File: src/xorshift64star_range_generator_defines.svh
// assertion macros for the range generator
`ifndef XORSHIFT64STAR_RANGE_GENERATOR_DEFINES_SVH
`define XORSHIFT64STAR_RANGE_GENERATOR_DEFINES_SVH

`ifndef ASSERT_OFF
`define XRG_ASSERT_IMP(label, ante, cons) \
  label: assert property (@(posedge clk) disable iff (rst) (ante) |-> (cons)) \
    else $error("xrg assertion failed");
`define XRG_ASSERT_NXT(label, ante, cons) \
  label: assert property (@(posedge clk) disable iff (rst) (ante) |=> (cons)) \
    else $error("xrg assertion failed");
`else
`define XRG_ASSERT_IMP(label, ante, cons)
`define XRG_ASSERT_NXT(label, ante, cons)
`endif

`endif

File: src/xrg_pkg.sv
`timescale 1ns / 1ps

package xrg_pkg;

  localparam int unsigned STATE_W  = 64;
  localparam int unsigned DATA_W   = 32;
  localparam int unsigned SPAN_W   = DATA_W + 1;
  localparam int unsigned ADDR_W   = 4;
  localparam int unsigned DIV_CNT_W = 6;

  localparam logic [STATE_W-1:0] MULT_STAR = 64'd2685821657736338717;
  localparam int unsigned SHIFT_A = 12;
  localparam int unsigned SHIFT_B = 25;
  localparam int unsigned SHIFT_C = 27;
  localparam logic [SPAN_W-1:0] PCT_SPAN = 33'd100;
  localparam logic signed [DATA_W-1:0] PCT_MAX = 32'sd99;
  localparam logic [DIV_CNT_W-1:0] DIV_LAST_CNT = '0;
  localparam logic [DIV_CNT_W-1:0] DIV_FIRST_CNT = '1;

  // address bit that selects the seed register
  localparam int unsigned REG_SEL_BIT = 3;
  localparam logic REG_INTERNAL_SEED = 1'b0;
  localparam logic REG_EXTERNAL_SEED = 1'b1;

  localparam logic FUNC_RANGE = 1'b0;
  localparam logic FUNC_PCT   = 1'b1;

  typedef enum logic [3:0] {
    ST_IDLE,
    ST_CHECK,
    ST_STEP,
    ST_MUL_LL,
    ST_MUL_HL,
    ST_MUL_LH,
    ST_DIV,
    ST_DONE
  } xrg_state_t;

  typedef enum logic [1:0] {
    MUL_LL,
    MUL_HL,
    MUL_LH
  } mul_phase_t;

  typedef struct packed {
    logic       load_in;
    logic       check;
    logic       step;
    logic       mul_en;
    mul_phase_t mul_phase;
    logic       div_en;
    logic       out_load;
  } xrg_cmd_t;

  typedef struct packed {
    logic trivial;
    logic div_last;
    logic out_free;
  } xrg_status_t;

  function automatic logic [STATE_W-1:0] xorshift_next(input logic [STATE_W-1:0] s);
    logic [STATE_W-1:0] v;
    v = s;
    v = v ^ (v >> SHIFT_A);
    v = v ^ (v << SHIFT_B);
    v = v ^ (v >> SHIFT_C);
    return v;
  endfunction

endpackage

File: src/xrg_ctrl.sv
`timescale 1ns / 1ps

module xrg_ctrl (
  input  logic                 clk,
  input  logic                 rst,
  input  logic                 in_valid,
  output logic                 in_stall,
  input  xrg_pkg::xrg_status_t status,
  output xrg_pkg::xrg_cmd_t    cmd,
  output xrg_pkg::xrg_state_t  state
);
  import xrg_pkg::*;

  xrg_state_t state_next;

  always_ff @(posedge clk) begin
    if (rst) begin
      state <= ST_IDLE;
    end else begin
      state <= state_next;
    end
  end

  always_comb begin
    state_next = state;
    unique case (state)
      ST_IDLE: begin
        if (in_valid) state_next = ST_CHECK;
      end
      ST_CHECK: begin
        state_next = status.trivial ? ST_DONE : ST_STEP;
      end
      ST_STEP:   state_next = ST_MUL_LL;
      ST_MUL_LL: state_next = ST_MUL_HL;
      ST_MUL_HL: state_next = ST_MUL_LH;
      ST_MUL_LH: state_next = ST_DIV;
      ST_DIV: begin
        if (status.div_last) state_next = ST_DONE;
      end
      ST_DONE: begin
        if (status.out_free) state_next = ST_IDLE;
      end
      default: state_next = ST_IDLE;
    endcase
  end

  always_comb begin
    cmd = '0;
    cmd.mul_phase = MUL_LL;
    in_stall = 1'b1;
    unique case (state)
      ST_IDLE: begin
        in_stall    = 1'b0;
        cmd.load_in = in_valid;
      end
      ST_CHECK: cmd.check = 1'b1;
      ST_STEP:  cmd.step = 1'b1;
      ST_MUL_LL: begin
        cmd.mul_en    = 1'b1;
        cmd.mul_phase = MUL_LL;
      end
      ST_MUL_HL: begin
        cmd.mul_en    = 1'b1;
        cmd.mul_phase = MUL_HL;
      end
      ST_MUL_LH: begin
        cmd.mul_en    = 1'b1;
        cmd.mul_phase = MUL_LH;
      end
      ST_DIV:  cmd.div_en = 1'b1;
      ST_DONE: cmd.out_load = status.out_free;
      default: cmd = '0;
    endcase
  end

endmodule

File: src/xrg_datapath.sv
`timescale 1ns / 1ps

module xrg_datapath (
  input  logic                          clk,
  input  logic                          rst,
  input  xrg_pkg::xrg_cmd_t             cmd,
  output xrg_pkg::xrg_status_t          status,
  // seed registers
  input  logic                          cfg_we,
  input  logic [xrg_pkg::ADDR_W-1:0]    cfg_addr,
  input  logic [xrg_pkg::STATE_W-1:0]   cfg_wdata,
  output logic [xrg_pkg::STATE_W-1:0]   cfg_rdata,
  // request word
  input  logic                          func,
  input  logic                          use_external,
  input  logic signed [xrg_pkg::DATA_W-1:0] range_min,
  input  logic signed [xrg_pkg::DATA_W-1:0] range_max,
  input  logic signed [xrg_pkg::DATA_W-1:0] chance_pct,
  // result word
  input  logic                          out_stall,
  output logic                          out_valid,
  output logic signed [xrg_pkg::DATA_W-1:0] drawn_value,
  output logic                          hit,
  output logic [xrg_pkg::STATE_W-1:0]   internal_snapshot
);
  import xrg_pkg::*;

  logic [STATE_W-1:0] internal_seed;
  logic [STATE_W-1:0] external_seed;
  logic [STATE_W-1:0] internal_state;
  logic [STATE_W-1:0] external_state;

  logic                     func_r;
  logic                     sel_ext;
  logic signed [DATA_W-1:0] lo;
  logic signed [DATA_W-1:0] hi;
  logic signed [DATA_W-1:0] pct;
  logic [SPAN_W-1:0]        span;
  logic                     trivial;
  logic                     pct_high;
  logic [STATE_W-1:0]       gen_val;
  logic [STATE_W-1:0]       prod;
  logic [SPAN_W-1:0]        rem;
  logic [DIV_CNT_W-1:0]     div_cnt;

  logic [STATE_W-1:0] int_seed_next;
  logic [STATE_W-1:0] ext_seed_next;
  logic [STATE_W-1:0] int_load;
  logic [STATE_W-1:0] stepped;
  logic               pct_low_now;
  logic               pct_high_now;
  logic               trivial_now;
  logic [SPAN_W-1:0]  span_now;
  logic [DATA_W-1:0]  mul_x;
  logic [DATA_W-1:0]  mul_y;
  logic [STATE_W-1:0] mul_full;
  logic [SPAN_W:0]    rem_sh;
  logic [SPAN_W:0]    rem_sub;

  // re-seed from the register values as they stand after this write
  always_comb begin
    int_seed_next = internal_seed;
    ext_seed_next = external_seed;
    if (cfg_addr[REG_SEL_BIT] == REG_EXTERNAL_SEED) begin
      ext_seed_next = cfg_wdata;
    end else begin
      int_seed_next = cfg_wdata;
    end
    int_load = (int_seed_next == '0) ? ext_seed_next + 64'd1 : int_seed_next;
  end

  assign cfg_rdata = (cfg_addr[REG_SEL_BIT] == REG_EXTERNAL_SEED) ? external_seed
                                                                   : internal_seed;

  assign stepped = xorshift_next(sel_ext ? external_state : internal_state);

  always_ff @(posedge clk) begin
    if (rst) begin
      internal_seed  <= '0;
      external_seed  <= 64'd1;
      internal_state <= 64'd2;
      external_state <= 64'd1;
    end else if (cfg_we) begin
      internal_seed  <= int_seed_next;
      external_seed  <= ext_seed_next;
      internal_state <= int_load;
      external_state <= ext_seed_next;
    end else if (cmd.step) begin
      if (sel_ext) begin
        external_state <= stepped;
      end else begin
        internal_state <= stepped;
      end
    end
  end

  // request capture, bounds put in order
  always_ff @(posedge clk) begin
    if (cmd.load_in) begin
      func_r  <= func;
      sel_ext <= use_external && (func == FUNC_RANGE);
      lo      <= (range_min > range_max) ? range_max : range_min;
      hi      <= (range_min > range_max) ? range_min : range_max;
      pct     <= chance_pct;
    end
  end

  assign pct_low_now  = pct < 32'sd1;
  assign pct_high_now = pct > PCT_MAX;
  assign span_now = (func_r == FUNC_PCT) ? PCT_SPAN
                  : SPAN_W'({hi[DATA_W-1], hi} - {lo[DATA_W-1], lo} + 33'd1);
  assign trivial_now = (func_r == FUNC_PCT) ? (pct_low_now || pct_high_now) : (lo == hi);

  // one shared 32x32 multiplier builds the low 64 bits of the product
  always_comb begin
    mul_x = gen_val[DATA_W-1:0];
    mul_y = MULT_STAR[DATA_W-1:0];
    case (cmd.mul_phase)
      MUL_HL: begin
        mul_x = gen_val[STATE_W-1:DATA_W];
        mul_y = MULT_STAR[DATA_W-1:0];
      end
      MUL_LH: begin
        mul_x = gen_val[DATA_W-1:0];
        mul_y = MULT_STAR[STATE_W-1:DATA_W];
      end
      default: begin
        mul_x = gen_val[DATA_W-1:0];
        mul_y = MULT_STAR[DATA_W-1:0];
      end
    endcase
    mul_full = STATE_W'(mul_x) * STATE_W'(mul_y);
  end

  // restoring remainder, one dividend bit per cycle
  assign rem_sh  = {rem, prod[STATE_W-1]};
  assign rem_sub = rem_sh - {1'b0, span};

  always_ff @(posedge clk) begin
    if (cmd.check) begin
      span     <= span_now;
      trivial  <= trivial_now;
      pct_high <= pct_high_now;
      rem      <= '0;
      div_cnt  <= DIV_FIRST_CNT;
    end
    if (cmd.step) begin
      gen_val <= stepped;
    end
    if (cmd.mul_en) begin
      if (cmd.mul_phase == MUL_LL) begin
        prod <= mul_full;
      end else begin
        prod <= prod + {mul_full[DATA_W-1:0], {DATA_W{1'b0}}};
      end
    end
    if (cmd.div_en) begin
      prod    <= {prod[STATE_W-2:0], 1'b0};
      div_cnt <= div_cnt - 1'b1;
      if (rem_sh >= {1'b0, span}) begin
        rem <= rem_sub[SPAN_W-1:0];
      end else begin
        rem <= rem_sh[SPAN_W-1:0];
      end
    end
  end

  assign status.trivial  = trivial_now;
  assign status.div_last = (div_cnt == DIV_LAST_CNT);
  assign status.out_free = !out_valid || !out_stall;

  always_ff @(posedge clk) begin
    if (rst) begin
      out_valid <= 1'b0;
    end else if (cmd.out_load) begin
      out_valid <= 1'b1;
    end else if (!out_stall) begin
      out_valid <= 1'b0;
    end
  end

  // remainder is zero on the trivial paths, so drawn value falls back to lo
  always_ff @(posedge clk) begin
    if (cmd.out_load) begin
      internal_snapshot <= internal_state;
      if (func_r == FUNC_PCT) begin
        drawn_value <= '0;
        hit         <= trivial ? pct_high : (rem[6:0] < pct[6:0]);
      end else begin
        drawn_value <= lo + $signed(rem[DATA_W-1:0]);
        hit         <= 1'b0;
      end
    end
  end

endmodule

File: src/xorshift64star_range_generator.sv
`timescale 1ns / 1ps
// Range and percent-chance draws from two xorshift64* generators (internal and
// external). Each request word gives one result word. A draw that needs the
// generator checks the request, takes an xorshift step, builds the 64-bit
// product from the low-low, high-low and low-high partial products on the
// shared 32x32 multiplier, runs the bit-serial remainder unit over every bit
// of that product and then loads the output register. Equal bounds and
// percent chances below 1 or above 99 go from the check straight to the output
// register and leave both generators as they were. The next request is taken
// only after the previous result has moved into the output register, so a
// result held there by out_stall holds up the next request. Writing either
// seed register reloads both generators; an internal seed of zero loads the
// external seed plus one.

module xorshift64star_range_generator (
  input  logic                               clk,
  input  logic                               rst,
  input  logic                               psel,
  input  logic                               penable,
  input  logic                               pwrite,
  input  logic [xrg_pkg::ADDR_W-1:0]         paddr,
  input  logic [xrg_pkg::STATE_W-1:0]        pwdata,
  output logic [xrg_pkg::STATE_W-1:0]        prdata,
  output logic                               pready,
  input  logic                               in_valid,
  output logic                               in_stall,
  input  logic                               func,
  input  logic                               use_external,
  input  logic signed [xrg_pkg::DATA_W-1:0]  range_min,
  input  logic signed [xrg_pkg::DATA_W-1:0]  range_max,
  input  logic signed [xrg_pkg::DATA_W-1:0]  chance_pct,
  output logic                               out_valid,
  input  logic                               out_stall,
  output logic signed [xrg_pkg::DATA_W-1:0]  drawn_value,
  output logic                               hit,
  output logic [xrg_pkg::STATE_W-1:0]        internal_snapshot
);
  import xrg_pkg::*;

`include "xorshift64star_range_generator_defines.svh"

  xrg_cmd_t    cmd;
  xrg_status_t status;
  xrg_state_t  state;
  logic        cfg_we;

  assign pready = 1'b1;
  assign cfg_we = psel && penable && pwrite && pready;

  xrg_ctrl u_ctrl (
    .clk      (clk),
    .rst      (rst),
    .in_valid (in_valid),
    .in_stall (in_stall),
    .status   (status),
    .cmd      (cmd),
    .state    (state)
  );

  xrg_datapath u_datapath (
    .clk               (clk),
    .rst               (rst),
    .cmd               (cmd),
    .status            (status),
    .cfg_we            (cfg_we),
    .cfg_addr          (paddr),
    .cfg_wdata         (pwdata),
    .cfg_rdata         (prdata),
    .func              (func),
    .use_external      (use_external),
    .range_min         (range_min),
    .range_max         (range_max),
    .chance_pct        (chance_pct),
    .out_stall         (out_stall),
    .out_valid         (out_valid),
    .drawn_value       (drawn_value),
    .hit               (hit),
    .internal_snapshot (internal_snapshot)
  );

  `XRG_ASSERT_NXT(a_busy_after_accept, in_valid && !in_stall, in_stall)
  `XRG_ASSERT_IMP(a_load_only_when_free, cmd.out_load, !out_valid || !out_stall)
  `XRG_ASSERT_IMP(a_pct_hit_zero_value, out_valid && hit, drawn_value == '0)
  `XRG_ASSERT_IMP(a_accept_only_idle, in_valid && !in_stall, state == ST_IDLE)

endmodule
File: config.mk
export PLATFORM = sky130hd
export DESIGN_NAME = xorshift64star_range_generator
export DESIGN_NICKNAME = d
export VERILOG_FILES = /design/src/xrg_pkg.sv /design/src/xrg_ctrl.sv /design/src/xrg_datapath.sv /design/src/xorshift64star_range_generator.sv
export VERILOG_INCLUDE_DIRS = /design/src /design/src/src
export SDC_FILE = /design/constraint.sdc
export NUM_CORES = 2
export LEC_CHECK = 0
export ABC_AREA = 1
export CAP_MARGIN = 20
export CORE_ASPECT_RATIO = 0.7
export CORE_UTILIZATION = 35
export CTS_BUF_LIST = sky130_fd_sc_hd__clkbuf_8 sky130_fd_sc_hd__clkbuf_16
export DETAILED_ROUTE_END_ITERATION = 6
export DONT_BUFFER_PORTS = 1
export HOLD_SLACK_MARGIN = 0.06
export SLEW_MARGIN = 20
export SYNTH_ARGS = -nofsm -noshare
export SYNTH_HDL_FRONTEND = slang
export SYNTH_SLANG_ARGS = --single-unit
File: constraint.sdc
create_clock -name clk -period 23.6 [get_ports clk]
set_input_delay 1.18 -clock clk [delete_from_list [all_inputs] [get_ports clk]]
set_output_delay 1.18 -clock clk [all_outputs]
set_load 0.01 [all_outputs]
# Word level (Yosys, flattened, before mapping)
# Cells that the tools add are included.
# totals
ff_bits,658
inputBits,173
output_inout_bits,164
elab_cells,111
# classes
add_sub_neg,7
mul,1
magnitude_cmp,5
eq_ne,15
muxes,39
bitwise,4
n_reduce_logical,18
# ops
operator,n
two-way mux 64 bit,14
two-way mux 33 bit,3
two-way mux 32 bit,3
adder 64 x 1 -> 64 bit (second input constant),1
adder 64 bit,1
zero test 64 bit,1
XOR 64 x 37 -> 64 bit,1
XOR 64 x 52 -> 64 bit,1
XOR 64 bit,1
multiplier 32 x 31 -> 63 bit,1
greater-or-equal comparator 34 x 33 -> 1 bit,1
adder 33 x 1 -> 33 bit (second input constant),1
subtractor 32 x 32 -> 33 bit,1
subtractor 33 bit,1
adder 32 bit,1
== test 32 bit,1
> comparator 32 bit,1
> comparator 32 x 8 -> 1 bit (second input constant),1
less-than comparator 32 x 2 -> 1 bit (second input constant),1
one-hot mux 4 bit (8 select lines),1
two-way mux 31 bit,1
== test 4 x 3 -> 1 bit (second input constant),4
two-way mux 4 bit,3
two-way mux 6 bit,2
21 further kinds,42

# Logic depth before layout (Yosys ltp)
# depth
ltp_word,9
ltp_mapped,51
depth_no_buf,51

# Cells and area by module
# A second synthesis with hierarchy kept.
# unflattened
hier_cells,8492
hier_area_um2,66172.2
# modules_own_cells
module,instances,cells_per_inst,area_per_inst_um2,seq_area_each_um2
xrg_datapath,1,8436,65856.9,17056.4
xrg_ctrl,1,51,290.3,60.1
xorshift64star_range_generator,1,5,25.0,0.0

# Worst setup path after synthesis
# OpenSTA, ideal clock, no wires.
# synth_timing
path_type,register to register
from,register u_ctrl.state[0]
to,"register u_datapath.prod[59], data pin"
setup_ns,0.254
arrival_time_ns,9.010
required_ns,23.346
setup_slack_ns,14.337
path_stages_with_launch,40
path_buffers,1
synth_period_minus_slack_ns,9.263
path_cell_list,dfxtp_1 nor2_1 nand2_2 clkbuf_1 o21ai_0 inv_1 nor2_1 fa_1 fa_1 fa_1 inv_1 fa_1 inv_1 fa_1 inv_1 fa_1 inv_1 fa_1 (+4 left out) nand2_1 inv_1 a21oi_1 a21boi_0 nand3_1 xor2_1 ha_1 nand2_1 nor2_1 inv_1 nor2_1 inv_1 nor3_1 nand2_1 nand3_1 nand3_1 nand3_1 nand2_1
# synth_between
elab_chain_len,9
elab_cells_between_ends,16
classes_between,add/sub: 1; mul: 1; eq/ne: 6; mux: 7; reduce/logical: 1
# synth_rtl
element,line_no,text
start: declaration,xrg_ctrl.sv:10,output xrg_pkg::xrg_state_t state
start signal: assignment,xrg_ctrl.sv:20,state <= state_next;
== test 4 x 3 -> 1 bit or == test 4 x 2 -> 1 bit (tied branches),xrg_ctrl.sv:51,unique case (state)
one-hot mux 3 bit (3 select lines),xrg_ctrl.sv:51,
== test 2 x 1 -> 1 bit or == test 2 bit (tied branches),xrg_datapath.sv:118,case (cmd.mul_phase)
two-way mux 32 bit or two-way mux 31 bit (tied branches),xrg_datapath.sv:118,
multiplier 32 x 31 -> 63 bit,xrg_datapath.sv:132,mul_full = STATE_W'(mul_x) * STATE_W'(mul_y);
adder 64 bit,xrg_datapath.sv:154,"prod <= prod + {mul_full[DATA_W-1:0], {DATA_W{1'b0}}};"
two-way mux 64 bit,xrg_datapath.sv:151,if (cmd.mul_phase == MUL_LL) begin
two-way mux 64 bit,xrg_datapath.sv:150,if (cmd.mul_en) begin
two-way mux 64 bit (*),xrg_datapath.sv:157,if (cmd.div_en) begin
end signal: assignment,xrg_datapath.sv:152,prod <= mul_full;
end signal: assignment,xrg_datapath.sv:154,
end signal: assignment,xrg_datapath.sv:158,"prod <= {prod[STATE_W-2:0], 1'b0};"
end: declaration,xrg_datapath.sv:42,logic [STATE_W-1:0] prod;
# Mark *: on every way between the ends. The rest lies on a longest branch, timed or not. The select of a mux whose other input is x is not followed.
# A chain may end at the register's enable or synchronous reset.

# Worst setup path after layout
# Ends and elaborated chain as after synthesis.

==> flow_summary.json <==
{
  "critical_path.max_stage_delay_ps": 870,
  "critical_path_rt_ps": 24030,
  "run_status": "complete, no violations",
  "yosysUniqueCellTypes": 48,
  "area_delta_synth_final_pct": 7.87,
  "post_route_clock_skew_ps": 47.6,
  "hold_violations": 0,
  "global_route_wire_length_before_repair_um": 373000,
  "top_level_port_count": 337,
  "layout-drive-gt1-share_pct": 2.94,
  "pin_count_of_the_biggest_net_entering_global_routing": 357,
  "routed_wl_um": 255000,
  "std_cell_rows": 134,
  "setup_total_negative_slack_ps": 0,
  "num_vias": 60212,
  "worstReg2RegStart": "u_ctrl.state[0]",
  "synth-async-reset-ratio_pct": 0,
  "ys_ff_latch": 657,
  "final_critical_delay_including_setup_and_external_delays_ps": 11630,
  "holdPathStages": 0,
  "die_height_um": 369,
  "clock_tree_from_tritoncts": "yes",
  "cts_root_buf": "sky130_fd_sc_hd__clkbuf_16",
  "first_iter_violations": 6779,
  "max_freq_mhz": 86.0,
  "detail_route.vias_per_cell": 5.24,
  "timing.hold.worst_endpoint": "u_datapath.internal_snapshot[1]",
  "synth_top_area_share_pct": 17.6,
  "final_net_count": 10286,
  "timing.final.crit_share_pct": 49.3,
  "synth-warning-count": 0,
  "cts_repair_resize_count": 0,
  "gp_congestion": 0.995,
  "worst_ep_arrival_time_ps": 12060,
  "crit_top_cell": "sky130_fd_sc_hd__inv_1",
  "grt_pass1_vias": 56556,
  "synth-seq-area-share_pct": 25.4,
  "first_pass_iters": 6,
  "yosysTopAreaCell": "sky130_fd_sc_hd__edfxtp_1",
  "cp-start-kind": "register",
  "rsz0062_at_grt": "no",
  "r2r_slack_ps": 11970,
  "place.detailed.hpwl_um": 212000,
  "holdCritPathClass": "reg2reg",
  "post_synth.cell_area_avg_um2": 7.51,
  "filler_cell_count": 20032,
  "master_of_the_slowest_instance_on_the_critical_path": "sky130_fd_sc_hd__o21ai_0",
  "post_synth_inst_count": 8986,
  "start_util_pct": 35.3,
  "synthTopCellsByArea": "sky130_fd_sc_hd__edfxtp_1, sky130_fd_sc_hd__fa_1, sky130_fd_sc_hd__nand2_1",
  "drt_drc_violations_left": 0,
  "synth_top_flop_cell": "sky130_fd_sc_hd__edfxtp_1",
  "r2r_depth": 42,
  "synth_edf_count": 396,
  "cts_made_buffers": 74,
  "worst_pin_slew_ps": 1230,
  "placement.io_buffers": 0,
  "numClockSinks": 657,
  "slew_headroom_pct": 18.0,
  "average_routed_wire_per_standard_cell_um": 22.2,
  "cts.path.max_buffers": 3,
  "max_cap_viol_count": 0,
  "cts.htree.levels": 3,
  "cts_hold_buf": 0,
  "groute.usage.overall_pct": 25.9,
  "clkTransAtPathRegs_ps": 60,
  "worst_r2r_endpoint": "u_datapath.prod[59]",
  "overflow": 0,
  "drt.antenna.violating_nets": 0,
  "setup.worst_path.class": "reg2reg",
  "timing.final.max_slew_violations": 0,
  "clk_latency_ps": 710,
  "crit_fanout": 64,
  "synth_area_um2": 67500,
  "die-width_um": 527,
  "core_region_area_um2": 191000,
  "post_cts_setup_repair_buffer_count": 0,
  "min-delay-start": "u_datapath.internal_state[1]",
  "report.final.setup_viol": 0,
  "timing.critical_path.to_type": "register",
  "die_footprint_um2": 195000,
  "initial_antenna_violation_count": 10
}
logic make-up after synthesis:
| logic type | count (synthesis) | share of synthesized area (%) |
|---|---|---|
| simple gates | 3619 | 21.7 |
| buf+inv | 2021 | 11.6 |
| compound gates | 1307 | 10.3 |
| fa+ha+maj | 1194 | 28.6 |
| flops | 657 | 25.4 |
| xor+xnor | 186 | 2.41 |
| other cells | 2 | 0.0111 |
worst max-delay path: cells and delay by family, from the launching register on:
| family | cells | cell delay (ps) |
|---|---|---|
| flip-flops | 1 | 370 |
| AND/OR/NAND/NOR | 13 | 2080 |
| XOR/XNOR | 1 | 340 |
| adder cells (fa/ha/maj) | 10 | 4680 |
| buffers and inverters | 13 | 1800 |
| AO/OA/AOI/OAI | 5 | 2040 |
flip-flops by register name (all words and copies together), names as in the netlist, 33 cells and up, named ones only:
name	flops
u_datapath.external_seed	64
u_datapath.external_state	64
u_datapath.gen_val	64
u_datapath.internal_seed	64
u_datapath.internal_snapshot	64
u_datapath.internal_state	64
u_datapath.prod	63
u_datapath.rem	33
u_datapath.span	33
cell usage after synthesis (140+ instances only):
library cell,n
sky130_fd_sc_hd__clkbuf_1,168
sky130_fd_sc_hd__inv_1,1757
sky130_fd_sc_hd__nor2_1,740
sky130_fd_sc_hd__a21oi_1,547
sky130_fd_sc_hd__nand2_1,2295
sky130_fd_sc_hd__nand3_1,313
sky130_fd_sc_hd__nand4_1,140
sky130_fd_sc_hd__fa_1,578
sky130_fd_sc_hd__dfxtp_1,261
sky130_fd_sc_hd__edfxtp_1,396
sky130_fd_sc_hd__ha_1,616
sky130_fd_sc_hd__o21ai_0,548
cells in the final DEF (no fill, tap or decap), drive strengths merged, types with 28 or more instances in the layout:
master	netlist	routed
conb	2	32
dfxtp	261	261
xnor2	89	89
o21bai	30	30
ha	616	616
nor3	47	47
nor2	760	760
a31oi	73	73
edfxtp	396	396
fa	578	578
nand2	2301	2301
buf	87	82
a21oi	547	547
clkbuf	168	90
nand4	140	140
xor2	97	97
o21ai	575	575
nand3	313	313
inv	1760	1783
nand3b	28	28
routing by layer:
layer  up-vias  global-route usage, %  part of all wire [%]
li1      28196                      -                     -
met1     29101                   40.0                    48
met2      2644                   35.8                    39
met3       269                   6.04                    11
met4         2                   5.63                   2.2
met5         -                      0                0.0051
metrics by stage:
step                      instances  area [um^2]  utilization (%)  hold slack (ps)  setup slack (ps)
after CTS                     11495        72800             38.1              449             12330
after floorplan                9016        67600                -              408             14340
after global placement        11358        70300             36.8              424             12400
after global routing          11495        72800             38.1              458             11610
after detailed placement      11359        70300             36.8              437             12350
final                         11498        72800             38.1              453             11970
how the worst max path moves through the flow:
stage / start / to / slack [ps] / cells after the start
finish: u_ctrl.state[0] / u_datapath.prod[59] / 11970 / 42
global route: u_ctrl.state[2] / u_datapath.prod[62] / 11610 / 44
CTS: u_ctrl.state[0] / u_datapath.prod[59] / 12330 / 42
detailed placement: u_ctrl.state[0] / u_datapath.prod[59] / 12350 / 42
global placement: u_ctrl.state[0] / u_datapath.prod[59] / 12400 / 42
floorplan: u_ctrl.state[0] / u_datapath.prod[59] / 14340 / 39
layout make-up:
cell class                 instances  area [um^2]  area share (%)
antenna                            3         7.51          0.0103
clock inverter                    46          372           0.511
clock buffer                      90         2120            2.91
inverter                        1766         6640            9.12
timing repair buffer              82          613           0.842
multi-input combinational       6338        42800            58.8
sequential                       657        17100            23.5
tap                             2516         3150            4.32
Power is not shown: default switching activity piles up to over one toggle a cycle in this logic, so the estimate is an artifact.
